**config.mk**
```make
export PLATFORM = sky130hd
export DESIGN_NAME = i2c_register_access_sequencer
export DESIGN_NICKNAME = d
export VERILOG_FILES = /design/src/rtl/i2cras_pkg.sv /design/src/rtl/i2c_register_access_sequencer.sv /design/src/rtl/i2cras_buf.sv /design/src/rtl/i2cras_fsm.sv
export VERILOG_INCLUDE_DIRS = /design/src /design/src/rtl
export SDC_FILE = /design/constraint.sdc
export NUM_CORES = 1
export LEC_CHECK = 0
export ABC_AREA = 1
export BUFFER_PORTS_ARGS = -buffer_cell sky130_fd_sc_hd__buf_2
export CORE_AREA = 10 10 248 250
export CTS_BUF_LIST = sky130_fd_sc_hd__clkbuf_16
export DETAILED_ROUTE_END_ITERATION = 7
export DIE_AREA = 0 0 258 260
export GPL_ROUTABILITY_DRIVEN = 0
export GPL_TIMING_DRIVEN = 0
export PLACE_DENSITY_LB_ADDON = 0.1
export SETUP_SLACK_MARGIN = 0.05
export SLEW_MARGIN = 25
export SYNTH_ARGS = -nofsm -noshare
export SYNTH_HDL_FRONTEND = slang
export SYNTH_SLANG_ARGS = --single-unit
```
**constraint.sdc**
```tcl
create_clock -name clk -period 4.73 [get_ports clk]
set_clock_uncertainty 0.15 [all_clocks]
set_input_delay 0.946 -clock clk [delete_from_list [all_inputs] [get_ports clk]]
set_output_delay 0.946 -clock clk [all_outputs]
set_load 0.02 [all_outputs]
```
**src/rtl/i2c_register_access_sequencer_assert.svh**
```systemverilog
// Assertion macros used by the top module of the I2C register access sequencer.
`ifndef I2C_REGISTER_ACCESS_SEQUENCER_ASSERT_SVH
`define I2C_REGISTER_ACCESS_SEQUENCER_ASSERT_SVH

// Same-cycle implication, checked on clk and disabled while rst_n is low.
`define I2CRAS_ASSERT_IMP(label, ante, cons) \
    label: assert property (@(posedge clk) disable iff (!rst_n) (ante) |-> (cons)) \
        else $error("i2cras assertion failed");

// Next-cycle implication, checked on clk and disabled while rst_n is low.
`define I2CRAS_ASSERT_NXT(label, ante, cons) \
    label: assert property (@(posedge clk) disable iff (!rst_n) (ante) |=> (cons)) \
        else $error("i2cras assertion failed");

`endif

```
**src/rtl/i2cras_pkg.sv**
```systemverilog
// Package with the types, codes and helper functions of the I2C register access sequencer.
`timescale 1ns / 1ps

package i2cras_pkg;

    // Buffer geometry; the field widths of the interface fix the depth.
    localparam int BUF_DEPTH = 32;
    localparam int BUF_AW    = $clog2(BUF_DEPTH);
    localparam int CNT_W     = $clog2(BUF_DEPTH + 1);

    // Operation codes of an input item.
    localparam logic [2:0] OP_START_READ  = 3'd0;
    localparam logic [2:0] OP_START_WRITE = 3'd1;
    localparam logic [2:0] OP_LOAD_BYTE   = 3'd2;
    localparam logic [2:0] OP_TX_READY    = 3'd3;
    localparam logic [2:0] OP_RX_BYTE     = 3'd4;
    localparam logic [2:0] OP_READ_BACK   = 3'd5;

    // Mode codes as reported in a result item.
    localparam logic [2:0] MODE_IDLE    = 3'd0;
    localparam logic [2:0] MODE_ADDR_HI = 3'd1;
    localparam logic [2:0] MODE_ADDR_LO = 3'd2;
    localparam logic [2:0] MODE_TO_RX   = 3'd3;
    localparam logic [2:0] MODE_TX_DATA = 3'd4;
    localparam logic [2:0] MODE_RX_DATA = 3'd5;

    // Sequencer state, one-hot.
    typedef enum logic [5:0] {
        ST_IDLE    = 6'b000001,
        ST_ADDR_HI = 6'b000010,
        ST_ADDR_LO = 6'b000100,
        ST_TO_RX   = 6'b001000,
        ST_TX_DATA = 6'b010000,
        ST_RX_DATA = 6'b100000
    } state_t;

    // One input item as held in the input register.
    typedef struct packed {
        logic [2:0]  operation;
        logic [6:0]  dev_address;
        logic [15:0] reg_address;
        logic [5:0]  byte_count;
        logic [7:0]  data;
        logic [4:0]  index;
    } item_t;

    // One result item.
    typedef struct packed {
        logic [2:0] mode;
        logic       start_request;
        logic [6:0] slave_address;
        logic       tx_valid;
        logic [7:0] tx_byte;
        logic       restart_request;
        logic       stop_request;
        logic       done_res;
        logic [7:0] read_data;
    } result_t;

    // Buffer control from the sequencer to the byte stores.
    typedef struct packed {
        logic              tx_we;
        logic [BUF_AW-1:0] tx_waddr;
        logic [7:0]        tx_wdata;
        logic [BUF_AW-1:0] tx_raddr;
        logic              rx_we;
        logic [BUF_AW-1:0] rx_waddr;
        logic [7:0]        rx_wdata;
        logic [BUF_AW-1:0] rx_raddr;
    } buf_ctrl_t;

    // Limit a requested byte count to the buffer depth.
    function automatic logic [CNT_W-1:0] clamp_count(input logic [CNT_W-1:0] count);
        logic [CNT_W-1:0] limit;
        limit = CNT_W'(BUF_DEPTH);
        return (count > limit) ? limit : count;
    endfunction

    // Encode the one-hot state as the reported mode.
    function automatic logic [2:0] mode_code(input state_t st);
        logic [2:0] code;
        unique case (st)
            ST_IDLE:    code = MODE_IDLE;
            ST_ADDR_HI: code = MODE_ADDR_HI;
            ST_ADDR_LO: code = MODE_ADDR_LO;
            ST_TO_RX:   code = MODE_TO_RX;
            ST_TX_DATA: code = MODE_TX_DATA;
            ST_RX_DATA: code = MODE_RX_DATA;
            default:    code = MODE_IDLE;
        endcase
        return code;
    endfunction

endpackage

```
**src/rtl/i2c_register_access_sequencer.sv**
```systemverilog
// Top level of the I2C register access sequencer: input register, step logic, result register.
// An accepted item passes through the input register, then the result register.
// Throughput: one item per cycle while results are taken; the input register is refilled as its item moves on.
// A waiting result stalls only the input register; the input side stays open while it is empty.
// Reset clears the transaction state, both 32-byte stores and both valid flags at once.
// No clearing pass is needed, so items are taken as soon as reset is released.
`timescale 1ns / 1ps

module i2c_register_access_sequencer (
    input  logic        clk,
    input  logic        rst_n,
    input  logic        in_valid,
    output logic        in_ready,
    input  logic [2:0]  operation,
    input  logic [6:0]  dev_address,
    input  logic [15:0] reg_address,
    input  logic [5:0]  byte_count,
    input  logic [7:0]  data,
    input  logic [4:0]  index,
    output logic        out_valid,
    input  logic        out_ready,
    output logic [2:0]  mode,
    output logic        start_request,
    output logic [6:0]  slave_address,
    output logic        tx_valid,
    output logic [7:0]  tx_byte,
    output logic        restart_request,
    output logic        stop_request,
    output logic        done_res,
    output logic [7:0]  read_data
);
    import i2cras_pkg::*;

`include "i2c_register_access_sequencer_assert.svh"

    item_t     item_reg;
    logic      item_valid_reg;
    result_t   result_reg;
    logic      out_valid_reg;
    result_t   result_next;
    buf_ctrl_t buf_ctrl;
    logic [7:0] tx_rdata;
    logic [7:0] rx_rdata;
    logic      step;

    // An item moves on when the result register is free or being emptied.
    assign step     = item_valid_reg && (!out_valid_reg || out_ready);
    assign in_ready = !item_valid_reg || step;

    // Input register.
    always_ff @(posedge clk or negedge rst_n)
    begin
        if (!rst_n)
        begin
            item_valid_reg <= 1'b0;
        end
        else if (in_ready)
        begin
            item_valid_reg <= in_valid;
        end
    end

    always_ff @(posedge clk)
    begin
        if (in_valid && in_ready)
        begin
            item_reg.operation   <= operation;
            item_reg.dev_address <= dev_address;
            item_reg.reg_address <= reg_address;
            item_reg.byte_count  <= byte_count;
            item_reg.data        <= data;
            item_reg.index       <= index;
        end
    end

    // Sequencer step and byte stores.
    i2cras_fsm u_fsm (
        .clk      (clk),
        .rst_n    (rst_n),
        .step     (step),
        .item     (item_reg),
        .tx_rdata (tx_rdata),
        .rx_rdata (rx_rdata),
        .buf_ctrl (buf_ctrl),
        .result   (result_next)
    );

    i2cras_buf u_buf (
        .clk      (clk),
        .rst_n    (rst_n),
        .ctrl     (buf_ctrl),
        .tx_rdata (tx_rdata),
        .rx_rdata (rx_rdata)
    );

    // Result register.
    always_ff @(posedge clk or negedge rst_n)
    begin
        if (!rst_n)
        begin
            out_valid_reg <= 1'b0;
        end
        else if (step)
        begin
            out_valid_reg <= 1'b1;
        end
        else if (out_ready)
        begin
            out_valid_reg <= 1'b0;
        end
    end

    always_ff @(posedge clk)
    begin
        if (step)
        begin
            result_reg <= result_next;
        end
    end

    assign out_valid       = out_valid_reg;
    assign mode            = result_reg.mode;
    assign start_request   = result_reg.start_request;
    assign slave_address   = result_reg.slave_address;
    assign tx_valid        = result_reg.tx_valid;
    assign tx_byte         = result_reg.tx_byte;
    assign restart_request = result_reg.restart_request;
    assign stop_request    = result_reg.stop_request;
    assign done_res        = result_reg.done_res;
    assign read_data       = result_reg.read_data;

    // A finished transaction always reports idle.
    `I2CRAS_ASSERT_IMP(a_done_idle, out_valid_reg && result_reg.done_res, result_reg.mode == MODE_IDLE)
    // A start always leaves the sequencer in the address-high phase.
    `I2CRAS_ASSERT_IMP(a_start_addr_hi, out_valid_reg && result_reg.start_request, result_reg.mode == MODE_ADDR_HI)
    // A repeated start always moves to receive.
    `I2CRAS_ASSERT_IMP(a_restart_rx, out_valid_reg && result_reg.restart_request, result_reg.mode == MODE_RX_DATA)
    // A byte to send and a stop never come from the same item.
    `I2CRAS_ASSERT_IMP(a_tx_stop_excl, out_valid_reg, !(result_reg.tx_valid && result_reg.stop_request))
    // Every item that leaves the input register shows up as a result.
    `I2CRAS_ASSERT_NXT(a_step_result, step, out_valid_reg)

endmodule

```
**src/rtl/i2cras_buf.sv**
```systemverilog
// Transmit and receive byte stores of the I2C register access sequencer.
`timescale 1ns / 1ps

module i2cras_buf (
    input  logic                        clk,
    input  logic                        rst_n,
    input  i2cras_pkg::buf_ctrl_t       ctrl,
    output logic [7:0]                  tx_rdata,
    output logic [7:0]                  rx_rdata
);
    import i2cras_pkg::*;

    logic [7:0] tx_store_reg [BUF_DEPTH];
    logic [7:0] rx_store_reg [BUF_DEPTH];

    // Transmit store: loaded by write-byte items, cleared by reset.
    always_ff @(posedge clk or negedge rst_n)
    begin
        if (!rst_n)
        begin
            for (int i = 0; i < BUF_DEPTH; i++)
            begin
                tx_store_reg[i] <= '0;
            end
        end
        else if (ctrl.tx_we)
        begin
            tx_store_reg[ctrl.tx_waddr] <= ctrl.tx_wdata;
        end
    end

    // Receive store: filled by bytes from the bus, cleared by reset.
    always_ff @(posedge clk or negedge rst_n)
    begin
        if (!rst_n)
        begin
            for (int i = 0; i < BUF_DEPTH; i++)
            begin
                rx_store_reg[i] <= '0;
            end
        end
        else if (ctrl.rx_we)
        begin
            rx_store_reg[ctrl.rx_waddr] <= ctrl.rx_wdata;
        end
    end

    // Each store is read at a single address.
    assign tx_rdata = tx_store_reg[ctrl.tx_raddr];
    assign rx_rdata = rx_store_reg[ctrl.rx_raddr];

endmodule

```
**src/rtl/i2cras_fsm.sv**
```systemverilog
// Transaction state and per-item step logic of the I2C register access sequencer.
`timescale 1ns / 1ps

module i2cras_fsm (
    input  logic                    clk,
    input  logic                    rst_n,
    input  logic                    step,
    input  i2cras_pkg::item_t       item,
    input  logic [7:0]              tx_rdata,
    input  logic [7:0]              rx_rdata,
    output i2cras_pkg::buf_ctrl_t   buf_ctrl,
    output i2cras_pkg::result_t     result
);
    import i2cras_pkg::*;

    state_t            state_reg,   state_next;
    logic [15:0]       reg_addr_reg, reg_addr_next;
    logic [CNT_W-1:0]  rx_rem_reg,  rx_rem_next;
    logic [CNT_W-1:0]  tx_rem_reg,  tx_rem_next;
    logic [BUF_AW-1:0] rx_pos_reg,  rx_pos_next;
    logic [BUF_AW-1:0] tx_pos_reg,  tx_pos_next;
    logic [CNT_W-1:0]  rx_rem_after;

    // Step logic for the item in the input register.
    always_comb
    begin
        state_next    = state_reg;
        reg_addr_next = reg_addr_reg;
        rx_rem_next   = rx_rem_reg;
        tx_rem_next   = tx_rem_reg;
        rx_pos_next   = rx_pos_reg;
        tx_pos_next   = tx_pos_reg;
        rx_rem_after  = rx_rem_reg;
        result        = '0;

        buf_ctrl          = '0;
        buf_ctrl.tx_waddr = item.index;
        buf_ctrl.tx_wdata = item.data;
        buf_ctrl.tx_raddr = tx_pos_reg;
        buf_ctrl.rx_waddr = rx_pos_reg;
        buf_ctrl.rx_wdata = item.data;
        buf_ctrl.rx_raddr = item.index;

        unique case (item.operation)
            OP_START_READ, OP_START_WRITE:
            begin
                // A start abandons any running transaction.
                state_next    = ST_ADDR_HI;
                reg_addr_next = item.reg_address;
                if (item.operation == OP_START_READ)
                begin
                    rx_rem_next = clamp_count(item.byte_count);
                    tx_rem_next = '0;
                end
                else
                begin
                    tx_rem_next = clamp_count(item.byte_count);
                    rx_rem_next = '0;
                end
                rx_pos_next          = '0;
                tx_pos_next          = '0;
                result.start_request = 1'b1;
                result.slave_address = item.dev_address;
            end
            OP_LOAD_BYTE:
            begin
                // The store is written only as the item moves on.
                buf_ctrl.tx_we = step;
            end
            OP_TX_READY:
            begin
                unique case (state_reg)
                    ST_ADDR_HI:
                    begin
                        result.tx_valid = 1'b1;
                        result.tx_byte  = reg_addr_reg[15:8];
                        state_next      = ST_ADDR_LO;
                    end
                    ST_ADDR_LO:
                    begin
                        result.tx_valid = 1'b1;
                        result.tx_byte  = reg_addr_reg[7:0];
                        state_next      = (rx_rem_reg != '0) ? ST_TO_RX : ST_TX_DATA;
                    end
                    ST_TO_RX:
                    begin
                        result.restart_request = 1'b1;
                        result.stop_request    = (rx_rem_reg == CNT_W'(1));
                        state_next             = ST_RX_DATA;
                    end
                    ST_TX_DATA:
                    begin
                        // Position plus remaining never exceeds the depth.
                        if (tx_rem_reg != '0)
                        begin
                            result.tx_valid = 1'b1;
                            result.tx_byte  = tx_rdata;
                            tx_pos_next     = tx_pos_reg + BUF_AW'(1);
                            tx_rem_next     = tx_rem_reg - CNT_W'(1);
                        end
                        else
                        begin
                            result.stop_request = 1'b1;
                            result.done_res     = 1'b1;
                            state_next          = ST_IDLE;
                        end
                    end
                    default:
                    begin
                        // Idle or receiving: the event is ignored.
                    end
                endcase
            end
            OP_RX_BYTE:
            begin
                if (state_reg == ST_RX_DATA)
                begin
                    if (rx_rem_reg != '0)
                    begin
                        buf_ctrl.rx_we = step;
                        rx_pos_next    = rx_pos_reg + BUF_AW'(1);
                        rx_rem_after   = rx_rem_reg - CNT_W'(1);
                    end
                    rx_rem_next = rx_rem_after;
                    if (rx_rem_after == CNT_W'(1))
                    begin
                        result.stop_request = 1'b1;
                    end
                    else if (rx_rem_after == '0)
                    begin
                        result.done_res = 1'b1;
                        state_next      = ST_IDLE;
                    end
                end
            end
            OP_READ_BACK:
            begin
                result.read_data = rx_rdata;
            end
            default:
            begin
                // Unused codes leave everything unchanged.
            end
        endcase

        result.mode = mode_code(state_next);
    end

    // Transaction state, updated as each item passes to the result register.
    always_ff @(posedge clk or negedge rst_n)
    begin
        if (!rst_n)
        begin
            state_reg    <= ST_IDLE;
            reg_addr_reg <= '0;
            rx_rem_reg   <= '0;
            tx_rem_reg   <= '0;
            rx_pos_reg   <= '0;
            tx_pos_reg   <= '0;
        end
        else if (step)
        begin
            state_reg    <= state_next;
            reg_addr_reg <= reg_addr_next;
            rx_rem_reg   <= rx_rem_next;
            tx_rem_reg   <= tx_rem_next;
            rx_pos_reg   <= rx_pos_next;
            tx_pos_reg   <= tx_pos_next;
        end
    end

endmodule

```
**Word level (Yosys, flattened, before mapping)**

Cells that the tools add are included.

- Output and inout bits: 33
- Memories kept: 0
- Memory bits (read-only): 0
- Input bits: 49
- Word-level logic and storage cells: 196
- Flip-flop bits (word level): 634
- Bits in writable memories: 0
- Bits in latches: 0

- Shifts and indexed selects: 0
- Equal/unequal tests: 21
- Multiplexer cells: 55
- Bitwise operators: 3
- Div/mod/pow operators: 0
- Multipliers: 0
- $add $sub $neg: 4
- $lt $le $gt $ge: 6
- Reduce and logical (&&, ||, !) cells: 20

Operators with widths:

| kind | count |
|---|---|
| bitwise mux 256 bit | 2 |
| binary-select mux 8 bit (select 5 bit) | 2 |
| demux 8 bit (select 5 bit) | 2 |
| two-way mux 6 bit | 13 |
| two-way mux 8 bit | 7 |
| one-hot mux 9 bit (3 select lines) | 1 |
| two-way mux 5 bit | 5 |
| one-hot mux 6 bit (2 select lines) | 2 |
| one-hot mux 6 bit (4 select lines) | 1 |
| one-hot mux 5 bit (2 select lines) | 2 |
| >= comparator 6 bit, second input constant | 3 |
| inverter 5 -> 6 bit | 3 |
| one-hot mux 6 bit (3 select lines) | 1 |
| one-hot mux 3 bit (5 select lines) | 1 |
| == test 6 x 1 -> 1 bit, second input constant | 2 |
| == test 6 x 2 -> 1 bit, second input constant | 2 |
| == test 6 x 3 -> 1 bit, second input constant | 2 |
| == test 6 x 4 -> 1 bit, second input constant | 2 |
| == test 6 x 5 -> 1 bit, second input constant | 2 |
| == test 6 bit, second input constant | 2 |
| less-than comparator 6 x 1 -> 1 bit, second input constant | 2 |
| nonzero test 6 bit | 2 |
| subtractor 6 x 1 -> 6 bit, second input constant | 2 |
| two-way mux 1 bit | 11 |
| 21 further kinds | 35 |

**Depth between registers and ports, before layout**

- Depth after elaboration: 11
- Depth in mapped cells: 15

**Hierarchy**

A second synthesis with hierarchy kept.

- Cells, all modules: 3,547
- Area, all modules: 29,325.6 µm²

Modules (own cells, without submodules):

| module | cells an instance | instances | area an instance (µm²) |
|---|---|---|---|
| i2cras_buf | 2,988 | 1 | 23,642.7 |
| i2cras_fsm | 471 | 1 | 3,305.7 |
| i2c_register_access_sequencer | 88 | 1 | 2,377.3 |

**Least setup slack after synthesis**

No wires, ideal clock.

- Path type: input to register
- From: input port out_ready
- To: register u_buf.rx_store_reg[70] (netlist bit)
- Path slack: 1.543 ns
- Arrival time: 2.909 ns
- Required time: 4.452 ns
- Cell stages on the path: 10
- Cell sequence: inv_1 nand2_2 nand2_2 clkinv_1 nand3_4 nor2_8 buf_6 nand2_2 buf_2 o21ai_0

- Cells in the longest elaborated chain, start to end: 5

RTL lines:

| element | line | source |
|---|---|---|
| start: declaration | i2c_register_access_sequencer.sv:21 | `input logic out_ready,` |
| logical OR 1 bit | i2c_register_access_sequencer.sv:47 | `assign step = item_valid_reg && (!out_valid_reg \|\| out_ready);` |
| logical AND 1 bit | i2c_register_access_sequencer.sv:47 |  |
| via step | i2c_register_access_sequencer.sv:44 | `logic step;` |
| two-way mux 1 bit | i2cras_fsm.sv:118 | `if (rx_rem_reg != '0)` |
| two-way mux 1 bit | i2cras_fsm.sv:116 | `if (state_reg == ST_RX_DATA)` |
| two-way mux 1 bit | i2cras_fsm.sv:44 | `unique case (item.operation)` |
| end signal: indexed assignment | i2cras_buf.sv:44 | `rx_store_reg[ctrl.rx_waddr] <= ctrl.rx_wdata;` |
| end: declaration | i2cras_buf.sv:14 | `logic [7:0] rx_store_reg [BUF_DEPTH];` |

The timed path passes the listed nets, and every way through them passes these cells.
A chain may end at the register's enable or synchronous reset.

**Worst setup path after layout**

- From: register item_reg[0] (netlist bit)
- To: register result_reg (netlist bit read_data[6]), data pin

- Cells in the longest elaborated chain, start to end: 4

RTL lines:

| element | line | source |
|---|---|---|
| start: declaration | i2c_register_access_sequencer.sv:36 | `item_t item_reg;` |
| inverter 5 -> 6 bit (implied by the code) | i2cras_buf.sv:50 | `assign rx_rdata = rx_store_reg[ctrl.rx_raddr];` |
| binary-select mux 8 bit (select 5 bit) | i2cras_buf.sv:50 |  |
| two-way mux 8 bit (implied by the code) (2 in a row) | i2cras_buf.sv:50 |  |
| end signal: assignment | i2c_register_access_sequencer.sv:117 | `result_reg <= result_next;` |
| end: declaration | i2c_register_access_sequencer.sv:38 | `result_t result_reg;` |

No other way between the ends. The select of a mux whose other input is x is not followed.

==> results.sh <==
export IMPL_outcome="completed"
export IMPL_post_cts_resized=0
export IMPL_cellLeakagePower_nw=13.7
export IMPL_fmax_ghz=0.304
export IMPL_antenna_found_initial=1
export IMPL_cp_startpoint="item_reg[0]"
export IMPL_cp_start_kind="flop"
export IMPL_drc=0
export IMPL_grt_max_degree=94
export IMPL_area_growth_pct=13.2
export IMPL_grt_usage_pct=27.9
export IMPL_synthArstFlopShare_pct=88.0
export IMPL_cts_inserted_buffers=70
export IMPL_rr_startpoint="item_reg[0]"
export IMPL_p_per_area_mw_per_mm2=431
export IMPL_initial_core_util_pct=49.6
export IMPL_synth_edff_count=76
export IMPL_tightest_slew_ns=1.20
export IMPL_p_switching_mw=4.24
export IMPL_hold_viol_final=0
export IMPL_seq_area_mm2=0.0162
export IMPL_drt_pass1_iter_count=6
export IMPL_tritoncts="built"
export IMPL_clock_power_share_pct=38.1
export IMPL_finalSetupViolations=0
export IMPL_vias=24200
export IMPL_vias_per_cell=6.01
export IMPL_grt_pass1_wl_um=144000
export IMPL_layout_worst_path_cycle_share_pct=69.6
export IMPL_critPathRequiredTime_ns=4.99
export IMPL_place_port_buffers=81
export IMPL_yosysTopAreaCell="dfrtp_1"
export IMPL_crit_type="reg -> reg"
export IMPL_seqPwrFrac_pct=44.5
export IMPL_synthFlopType="dfrtp_1"
export IMPL_avgSynthCellArea_um2=9.13
export IMPL_drv_slew=0
export IMPL_total_power_mw=13.6
export IMPL_coreArea_mm2=0.0563
export IMPL_die_area_mm2=0.0671
export IMPL_globalRouteOverflowTotal=0
export IMPL_path_clk_slew_ns=0.07
export IMPL_drv_cap=0
export IMPL_worstPathArrival_ns=3.56
export IMPL_p_int_mw=9.40
export IMPL_netSwitchingFraction_pct=31.1
export IMPL_n_fill_cell=5060
export IMPL_synth_seq_cells=634
export IMPL_synth_cells=3059
export IMPL_num_io_pins=82
export IMPL_worst_path_max_fanout=10
export IMPL_synthTopCellsByArea="dfrtp_1 (50%), nand2_1 (9.9%), edfxtp_1 (8.2%)"
export IMPL_clockBufferDepth=3
export IMPL_multi_input_area_mm2=0.0104
export IMPL_wl_um=94700
export IMPL_cts_sinks=634
export IMPL_rsz0062_at_grt="no"
export IMPL_drive_gt1_share_pct=10.1
export IMPL_ys_seq_area_share_pct=58.2
export IMPL_grt_pass1_vias=23500
export IMPL_rows=87
export IMPL_p_comb_share_pct=17.4
export IMPL_syn_cell_area_mm2=0.0279
export IMPL_synth_top_area_share_pct=49.9
export IMPL_antenna_left=0
export IMPL_drt_iter0_drc=3259
export IMPL_root_buffer="clkbuf_16"
export IMPL_ir_worst_vdd_v=0.000296
export IMPL_postCtsHoldBufs=0
export IMPL_slew_headroom_pct=19.7
export IMPL_min_path_type="in -> async"
export IMPL_antenna_cells=0
export IMPL_worstSetupEndpointType="flop"
export IMPL_post_cts_setup_buffers=0
export IMPL_period_needed_ns=3.29
export IMPL_wl_per_cell_um=23.5
export IMPL_h_tree_depth=3
export IMPL_die_w_um=258
export IMPL_yosysUniqueCellTypes=50
export IMPL_r2r_slack_ns=1.44
export IMPL_finalNetCount=3276
export IMPL_syn_num_nets=3116
export IMPL_insertion_delay_ns=0.62
export IMPL_setup_tns_final_ns=0
export IMPL_fp_dieH_um=260
export IMPL_dp_hpwl_um=65800
export IMPL_ys_warn_count=0
power groups by stage:
stage	Clock [mW]	Sequential (mW)	Combinational (mW)
floorplan	0	6.15	1.36
global route	5.48	6.10	2.57
CTS	5.25	6.06	2.32
detailed placement	0	6.15	2.31
finish	5.19	6.06	2.38
global placement	0	6.15	2.24
through the flow:
step           utilization (%)  instances  hold WS [ns]  setup WS, ns  cell area [um2]
6_report                  56.2       4031         0.189          1.44            31600
3_3_place_gp              52.0       3896         0.285         -8.69            29300
4_1_cts                   56.2       4031         0.190          1.58            31600
5_1_grt                   56.2       4031         0.241          1.44            31600
2_1_floorplan                -       3059         0.275          1.54            27900
3_5_place_dp              52.4       3903         0.286          1.38            29500
cells in the final DEF, fill, tap and decap left out, types with 7 or more instances in the layout:
master	n
a21oi_1	70
a221oi_1	7
a22oi_1	115
a31oi_1	12
buf_2	144
clkbuf_1	128
clkbuf_16	71
clkinv_1	23
clkinv_2	13
dfrtp_1	557
edfxtp_1	76
ha_1	8
inv_1	105
inv_2	10
nand2_1	738
nand2_2	23
nand3_1	52
nand4_1	23
nand4_4	10
nor2_1	227
nor2_2	7
nor3_1	23
nor4_1	7
o211ai_1	26
o21ai_0	410
o21ai_1	277
o221ai_1	8
o22ai_1	40
cell usage after synthesis (5+ instances only):
| library cell | number |
|---|---|
| nor2_1 | 228 |
| clkbuf_1 | 129 |
| nand2_2 | 23 |
| o22ai_1 | 40 |
| edfxtp_1 | 76 |
| nor2_2 | 6 |
| o21ai_1 | 277 |
| a22oi_1 | 115 |
| nor3_1 | 23 |
| clkinv_1 | 9 |
| inv_1 | 86 |
| nor2_4 | 6 |
| ha_1 | 8 |
| a221oi_1 | 7 |
| o221ai_1 | 8 |
| nand3_1 | 52 |
| nand4_1 | 23 |
| nand2_1 | 738 |
| a31oi_1 | 12 |
| dfrtp_1 | 557 |
| o211ai_1 | 26 |
| buf_2 | 64 |
| nand3_4 | 5 |
| inv_2 | 10 |
| nor4_1 | 7 |
| o21ai_0 | 410 |
| nand4_4 | 10 |
| a21oi_1 | 70 |
metal layers:
layer  GRT usage [%]  up-vias  part of all wire (%)
met3            5.28      281                   8.6
met4            14.5        2                   5.4
met1            37.0    11900                    40
met5               0        -                 0.025
li1                -    10800                     -
met2            43.3     1233                    45
final timing paths:
path / end / depth (start not counted)
max in group asynchronous: u_buf.rx_store_reg[241] / 4
setup / recovery: read_data[6] / 6
hold / removal: u_buf.tx_store_reg[70] / 1
hold reg to reg: u_fsm.reg_addr_reg[4] / 2
min in group clk: u_fsm.reg_addr_reg[4] / 2
setup reg to reg: read_data[6] / 6
final cells by class:
class	count	share of cell area (%)
clock inverters	57	1.15
clock buffers	71	5.62
inverters	105	1.26
well taps	756	2.99
flip-flops and latches	634	51.4
plain buffers	202	2.79
repair buffers	88	1.90
multi-input cells	2118	32.9
logic make-up (layout without fill, tap and decap cells):
family          after synthesis  count (layout)  share of synthesized area, %
compound gates              972             972                          19.2
xor+xnor                      2               2                        0.0628
fa+ha+maj                     8               8                         0.359
buf+inv                     307             523                          4.57
flops                       634             634                          58.2
simple gates               1136            1136                          17.6
critical path, cell delays in order, from the launching register on:
cell and delay [ns]:
edfxtp_1 0.44, nor2_1 0.76, clkbuf_1 0.69, a221oi_1 0.25, o21ai_0 0.41, nor3_1 0.17, a21oi_1 0.23
Note: power is estimated with default switching activity, not from simulation.
